[src/rtl/core/oms_ram.sv]
// Generic single-port-write, single-read RAM with registered read data.
`default_nettype none
module oms_ram #(
    parameter int WIDTH = 32,
    parameter int DEPTH = 64
) (
    input  wire                                          i_clk,
    input  wire                                          i_we,
    input  wire [((DEPTH > 1) ? $clog2(DEPTH) : 1)-1:0]  i_waddr,
    input  wire [WIDTH-1:0]                              i_wdata,
    input  wire [((DEPTH > 1) ? $clog2(DEPTH) : 1)-1:0]  i_raddr,
    output logic [WIDTH-1:0]                             o_rdata
);
    logic [WIDTH-1:0] r_mem [DEPTH];

    // Write port and registered read port.
    always_ff @(posedge i_clk) begin
        if (i_we) begin
            r_mem[i_waddr] <= i_wdata;
        end
        o_rdata <= r_mem[i_raddr];
    end
endmodule
`default_nettype wire

[config.mk]
export PLATFORM = sky130hd
export DESIGN_NAME = oms_ram
export DESIGN_NICKNAME = d
export VERILOG_FILES = /design/src/rtl/core/oms_ram.sv
export SDC_FILE = /design/constraint.sdc
export NUM_CORES = 2
export LEC_CHECK = 0
export ABC_AREA = 1
export BUFFER_PORTS_ARGS = -buffer_cell sky130_fd_sc_hd__clkbuf_2
export CORE_UTILIZATION = 35
export CTS_CLUSTER_SIZE = 28
export DETAILED_ROUTE_END_ITERATION = 6
export GPL_TIMING_DRIVEN = 1
export SYNTH_ARGS = -nofsm -noshare
export SYNTH_HDL_FRONTEND = slang
export SYNTH_SLANG_ARGS = --single-unit
[constraint.sdc]
create_clock -name i_clk -period 4.4 [get_ports i_clk]
set_input_delay 0.22 -clock i_clk [delete_from_list [all_inputs] [get_ports i_clk]]
set_output_delay 0.22 -clock i_clk [all_outputs]
set_load 0.01 [all_outputs]
# Yosys cells after proc, flatten, opt, wreduce, memory -nomap -nowiden

Memory sizes are Yosys's and may differ from the RTL's. A register that Yosys moved wholly into a read port is not among the register bits.
Index checks and enable logic that the tools add are counted.
W data, S select, Z words.

Bits in registers: 0
Memory bits (writable): 2048
Input bits: 46
Logic and storage cells: 3
Memories: 1

Multiplexer cells: 2

Memories:

| memory | depth | width | read ports | clocked after Yosys merged registers in | wr ports | line | text |
|---|---|---|---|---|---|---|---|
| r_mem  | 64    | 32    | 1          | 1                                       | 1        | 14   | `logic [WIDTH-1:0] r_mem [DEPTH];` |

Operators with widths:

| cell    | count |
|---|---|
| $mux W1 | 2 |

# Longest topological paths before layout

Depth after elaboration: 2
Depth in mapped cells: 13
Gate-level depth less buffers: 9

# Worst setup path before layout

Ideal clock, no wire load.

Path type: input to register
Start point: input port i_we
End point: memory r_mem[48][0] (enable)
Library setup time: 0.502 ns
Data arrival time: 3.848 ns
Data required time: 3.898 ns
Setup slack: 0.050 ns
Stages: 3
Buffers on the path: 1
Cells stage by stage: clkbuf_1 > nand4_1 > nor4_1

Cells in the longest elaborated chain, start to end: 2

RTL lines:

| item                          | line | text |
|---|---|---|
| start, declared               | 8    | `input wire i_we,` |
| $mux W1                       | 18   | `if (i_we) begin` |
| $mux W1 (not written as such) | 19   | `r_mem[i_waddr] <= i_wdata;` |
| end, declared                 | 14   |  |

Every way passes these cells.

==> impl_metrics.toml <==
[routing]
ant_nets = 0
remaining_drc_errors = 12
viasPerCell = 5.34
first_pass_iters = 7
wire_per_inst_um = 24.5
wirelength_um = 247000
vias = 53944
drt_iter0_drc = 7346

[clock_network]
clock_latency_ps = 840
cts_tree = "built"
clockBufferDepth = 3
post_cts_buffers = 0
clk_pin_slew_ps = 60
hold_buffers = 6
clockRootBuffer = "clkbuf_16"
postCtsResizedCells = 0
clock_sinks = 2080
cts_buffers = 201
cts_max_level = 4

[setup_path]
path_max_fanout = 116
critPathArrivalTime_ps = 3400
cp-end-kind = "flop"
path_class = "primary input to flop"
r2r_slack_ps = 2570
worstPathRequired_ps = 5170
cp-start-kind = "primary input"

[floorplan]
die_area_mm2 = 0.238
core-area_mm2 = 0.235
initial_core_util_pct = 35.2
rows = 178
die_x_um = 488
ios = 78
chipHeight_um = 488

[yosys]
avgSynthCellArea_um2 = 12.2
synth_commonest_cells = "nand2_1, edfxtp_1, nand3_1"
synth_flop_cell = "edfxtp_1"
ys_seq_elements = 2080
synthTopCellsByArea = "edfxtp_1, nand3_1, nand2_1"
syn-num-nets = 6815
synth_largest_area_cell = "edfxtp_1"
synth_area_mm2 = 0.0827
yosysWarnings = 0
yosysUniqueCellTypes = 16
synth_edf_count = 2048
ys_seq_area_share_pct = 75.1
synthArstFlopShare_pct = 0
yosysMostFrequentCell = "nand2_1"
yosysTopAreaCellShare_pct = 74.3
postSynthCellCount = 6769

[sta]
setup_tns_ps = 0
tightest_slew_ps = 1390
min_period_ps = 2630
slew_viol_final = 0
relSlewSlack_pct = 7.48
setup_viol = 0
period_share_pct = 59.8
skew_ps = 24.3
worst_slack_ps = 1770
rsz0062_at_grt = "no"
hold_viol_final = 0
fmax_mhz = 380
fin_hold_ws_ps = 49.2

[flow_run]
max_cap_violations = 0

[final_layout]
multi_input_area_mm2 = 0.0188
fin_area_mm2 = 0.0934
syn2layout_area_growth_pct = 12.9
drive_gt1_share_pct = 8.58
ff_latch_area_mm2 = 0.0621
nets = 6830
fillers = 21897
finalNonFillerCells = 10104
fin_util_pct = 39.7

[grt]
grt_pass1_vias = 50929
grt_overflow = 0
track_usage_pct = 20.4
grt_pass1_wl_um = 356000
grt_max_degree = 202
grt_antenna_before_repair = 10

[pwr]
ir_worst_vdd_mv = 0.354
p_per_area_mw_per_mm2 = 443
power.total_mw = 41.4
p_leak_nw = 32.4

[placement]
io_buffers = 77
place_congestion = 0.851
post-dp-hpwl_um = 130000
dpl.cell_count = 9725
pre_cts_slack_ps = 1110
place_area_mm2 = 0.0870

[status]
violations = "design-rule violations"
outcome = "complete, but fails checks"

[min_path]
hold_path.class = "primary input to flop"
[power breakdown]
part | switching [mW] | internal [mW]
Sequential | 0.112 | 21.9
Clock | 7.30 | 9.48
Combinational | 2.00 | 0.597
Total | 9.41 | 32.0
[worst paths after layout]
path | start | endpoint | depth (start not counted)
setup / recovery | i_raddr[2] | o_rdata[13] | 10
hold / removal | i_raddr[3] | o_rdata[31] | 6
setup reg to reg | r_mem[17][17] | o_rdata[17] | 8
hold reg to reg | r_mem[40][21] | o_rdata[21] | 8
[area by class of cell]
type                       count  area share, %
inverter                      12         0.0871
sequential                  2080           66.5
timing repair buffer         261           2.28
multi-input combinational   4228           20.1
clock buffer                 275           5.98
tap                         3150           4.22
antenna                        6         0.0161
clock inverter                92          0.788
[per-layer routing]
layer	up-vias	GRT usage, %	wire length, um
li1	24163	-	-
met1	26772	28.2	102000
met2	2584	31.5	112000
met3	423	2.91	20400
met4	2	9.74	12000
met5	-	0	20
[critical path: stages]
cell,delay (ps)
dlygate4sd3_1,570
buf_8,220
inv_8,760
buf_12,390
nand3_1,140
nand3_1,80
nand3_1,240
nand2_1,170
nand2_1,260
nand2_1,150
[registers in the layout (all words and copies together), names as in the netlist]
signal and count:
o_rdata 32, r_mem 2048
[cell families (layout without fill, tap and decap cells)]
kind of cell / count (synthesis) / after routing / share of synthesized area [%]
buf+inv: 461 / 640 / 2.78
flops: 2080 / 2080 / 75.1
other cells: 0 / 6 / 0
simple gates: 4228 / 4228 / 22.1
[placed cells by master (no fill, tap or decap), types with 2 or more instances in the layout]
cell type and n:
nand2_1 2248, edfxtp_1 2048, nand3_1 1907, clkbuf_16 208, buf_4 154, clkbuf_2 71, nor2_4 56, clkbuf_1 54
clkinv_1 41, dfxtp_1 32, clkinv_2 31, buf_12 25, clkbuf_8 13, bufinv_16 11, nand4_1 9, nor4_2 8
inv_1 7, diode_2 6, inv_6 6, dlygate4sd3_1 6, buf_8 3, inv_16 2, inv_8 2
Power figures use the tool's default switching activity.
