File: src/rtl/core/oms_mul.sv
// Shared 32x32 unsigned multiplier with a registered product.
`default_nettype none
module oms_mul (
    input  wire         i_clk,
    input  wire  [31:0] i_a,
    input  wire  [31:0] i_b,
    output logic [63:0] o_p
);
    // One multiplication per cycle, product registered.
    always_ff @(posedge i_clk) begin
        o_p <= 64'(i_a) * 64'(i_b);
    end
endmodule
`default_nettype wire

File: config.mk
export PLATFORM = sky130hd
export DESIGN_NAME = oms_mul
export DESIGN_NICKNAME = d
export VERILOG_FILES = /design/src/rtl/core/oms_mul.sv
export SDC_FILE = /design/constraint.sdc
export NUM_CORES = 2
export LEC_CHECK = 0
export ABC_AREA = 1
export BUFFER_PORTS_ARGS = -buffer_cell sky130_fd_sc_hd__buf_2
export CELL_PAD_IN_SITES_DETAIL_PLACEMENT = 2
export CELL_PAD_IN_SITES_GLOBAL_PLACEMENT = 2
export CORE_MARGIN = 3
export CORE_UTILIZATION = 35
export CTS_CLUSTER_SIZE = 24
export DETAILED_ROUTE_END_ITERATION = 8
export PLACE_DENSITY = 0.75
export SETUP_SLACK_MARGIN = 0.05
export SLEW_MARGIN = 20
export SYNTH_ARGS = -nofsm -noshare
export SYNTH_HDL_FRONTEND = slang
export SYNTH_SLANG_ARGS = --single-unit
File: constraint.sdc
create_clock -name i_clk -period 9.7 [get_ports i_clk]
set_input_delay 0 -clock i_clk [delete_from_list [all_inputs] [get_ports i_clk]]
set_output_delay 0 -clock i_clk [all_outputs]
set_load 0.05 [all_outputs]
# ---- Word-level counts from Yosys, hierarchy flattened
# Index checks and enable logic that the tools add are counted.
dict set report totals {
  ff_bits 64
  latchBits 0
  mem_bits_rw 0
  mem_bits_ro 0
  in_bits 65
  out_inout_bits 64
  wordCells 2
  mem_count 0
}
dict set report classes {
  add_sub_neg 0
  mul 1
  div 0
  magnitude_cmp 0
  n_eq_ne 0
  n_shift 0
  mux 0
  bitwise 0
  n_reduce_logical 0
}
# op count
set ops {}
lappend ops {{$mul 32x32->64} 1}

# ---- Logic depth before layout (Yosys ltp)
dict set report depth {
  word_depth 1
  ltp_mapped 30
  ltp_nobuf 29
}

# ---- Worst setup path after synthesis
# No wires, ideal clock.
dict set report synth_path {
  path_kind {input port to flip-flop}
  from {input port i_a[25]}
  to {register o_p[60]}
  setup_time_ns 0.112
  arrival_time_ns 5.702
  t_required_ns 9.588
  path_slack_ns 3.886
  stages 26
  n_path_buf 1
  path_cell_list {clkbuf_1 > nand2_1 > fa_1 > inv_1 > fa_1 > inv_1 > fa_1 > inv_1 > fa_1 > fa_1 > fa_1 > fa_1 > inv_1 > fa_1 > inv_1 > ha_1 > nand2_1 > nand2_1 > a21oi_1 > nand2_1 > nand2_1 > nand2_1 > a21oi_1 > nand2_1 > nand2_1 > nand2_1}
}
dict set report synth_via {
  elab_chain_len 1
}
# item line
set synth_lines {}
lappend synth_lines {{start: declaration} 5} ;# input wire [31:0] i_a,
lappend synth_lines {{$mul 32x32->64} 11} ;# o_p <= 64'(i_a) * 64'(i_b);
lappend synth_lines {{end signal: assignment} 11}
lappend synth_lines {{end: declaration} 7} ;# output logic [63:0] o_p
# No other way between the ends.

# ---- Worst setup path in the final report
dict set report layout_path {
  from {input port i_a[7]}
  to {register o_p[32]}
}
# Same word-level chain as after synthesis.

==> reports/qor.txt <==
port bufs: 128
Slew Viols, Final: 0
CTS tree: yes
post-DP HPWL: 114 mm
GPL Wtd Cong: 0.869
Routed WL: 132 mm
antenna violations before repair: 5
final hold vios: 0
CTS clk-pin slew, worst paths: 0.06 ns
Largest Register: o_p
GR peak layer: met2
synth unique cells: 23
Layout area overhead: 5.86%
post-route core utilization: 37.5%
DRT iter0 DRCs: 1071
DRT Pass-1 Iters: 5
CP most frequent cell: fa_1
GR Util met2: 46.4%
most frequent cells in the layout: inv_1, nand2_1, fa_1, ha_1, buf_2
vias in the first global route: 36.3k
Area after DPL: 0.0392 mm^2
vias: 30.2k
Hold EP: o_p[0]
Crit path max-delay family: adder cells
clock sinks: 64
first-pass GRT wire length: 210 mm
Cells after Synth: 5023
mapped cell area: 0.0374 mm^2
max_cap viols: 0
Tcrit/Tclk final: 73.7%
Post-CTS Setup Bufs: 0
post-CTS sizing: 0
Fmax achieved: 140 MHz
antenna-violating nets left: 0
finished layout cell area: 0.0396 mm^2
area occupied by registers: 0.00128 mm^2
Chip Height: 333 um
Critical Path Fanout Max: 18
sequential area share after synthesis: 3.43%
CP Launch Type: primary input
Arr. time, crit path: 7.34 ns
CP Depth: 24
worst hold path startpoint: i_b[0]
YS warnings: 0
core area: 0.106 mm^2
Filler Cell Count: 12.6k
share of layout cells above drive strength 1: 4.62%
TritonCTS Buffers: 9
worst endpoint required time: 9.90 ns
DRC errors left: 0
Slew headroom: 31.5%
DR WL/cell: 20.7 um
slowest stage cell on the critical path: fa_1
Hold Crit Class: primary input to flip-flop
top flop regs: o_p (64)
routing usage on met3: 1.46%
root buffer cell: clkbuf_16
post-route insts no fill: 6392
Bufs on Longest Clock Path: 2
M1 GR Usage: 31.1%
Die Area: 0.111 mm^2
commonest non-fill, non-tap cell in the layout: inv_1
CP Buf/Inv Count: 8
Hold Path Depth: 3
dpl cells: 6373
Ports: 129
multi-input combinational cell area: 0.0289 mm^2
Row Count: 119
largest net degree at the start of global routing: 33
Nets: 6217
syn_area_per_cell: 7.45 um^2
post-layout min period: 7.15 ns
Setup crit end kind: flip-flop
GRT Residual Overflow: 0
RSZ-0062 raised after global routing: false
Die X: 333 um
Syn Nets: 6247
cells along the critical path: buf_2 -> buf_4 -> nand2_1 -> fa_1 -> inv_1 -> fa_1 -> inv_1 -> fa_1 -> inv_1 -> fa_1 -> fa_1 -> fa_1 -> fa_1 -> fa_1 -> ha_1 -> nand2_1 -> nor2_1 -> inv_2 -> nor2_4 -> inv_2 -> o21bai_2 -> inv_1 -> nand2_1 -> xor2_1
outcome: complete, no violations
max reg flops: 64
kind of critical path: primary input to flip-flop
CP peak stage delay: 0.60 ns
TNS Setup: 0 ns
flops & latches, synth: 64
Initial Util: 35.4%
gr usage total: 24.5%
final setup violation count: 0
Via density: 4.73
pin slew with the least headroom to its limit: 1.03 ns
CTS H-Tree Depth: 3
hold_buf cts: 0
==> synth_stat cells, drive strengths merged <==
master / number / area, um^2
inv: 1735 / 6510
nand2: 1581 / 5970
fa: 896 / 17900
ha: 263 / 3290
clkbuf: 192 / 721
nor2: 101 / 459
nand3: 65 / 370
dfxtp: 64 / 1280
a21oi: 43 / 215
xor2: 33 / 289
nor3: 18 / 131
nand4: 16 / 100
o21bai: 12 / 93.8
o21ai: 2 / 10.0
xnor2: 2 / 17.5
==> final cells by class <==
type / instances / share of cell area [%]
clock inverters: 7 / 0.316
clock buffers: 9 / 0.569
flip-flops and latches: 64 / 3.24
diodes: 3 / 0.0190
well taps: 1391 / 4.40
multi-input cells: 3032 / 73.0
inverters: 1735 / 16.4
repair buffers: 151 / 2.05
==> per-stage QoR <==
step / hold WS (ns) / worst slack (ns)
after floorplan: 0.0976 / 3.89
after global placement: 0.470 / 2.18
after detailed placement: 0.472 / 2.18
after CTS: 0.240 / 2.53
after global routing: 0.270 / 2.39
final: 0.251 / 2.55
==> worst min-delay path, cell delays in order <==
cell,delay (ns)
buf_2,0.36
nand2_1,0.17
inv_1,0.04
==> metal layers <==
metal | vias up | routed length, um
met5 | - | 21
li1 | 13548 | -
met2 | 335 | 70200
met1 | 16212 | 57400
met3 | 105 | 2630
met4 | 4 | 1910
==> cell families after synthesis <==
group / share of synthesized area, %
fa+ha+maj: 56.8
buf+inv: 19.3
compound gates: 0.853
flops: 3.43
xor+xnor: 0.820
simple gates: 18.8
==> worst max-delay path by stage <==
stage                     startpoint      end
after floorplan              i_a[25]  o_p[60]
after global placement        i_a[7]  o_p[32]
after detailed placement      i_a[7]  o_p[32]
after CTS                     i_a[7]  o_p[32]
after global routing          i_b[9]  o_p[32]
final                         i_a[7]  o_p[32]
Power is not shown: default switching activity piles up to over one toggle a cycle in this logic, so the estimate is an artifact.
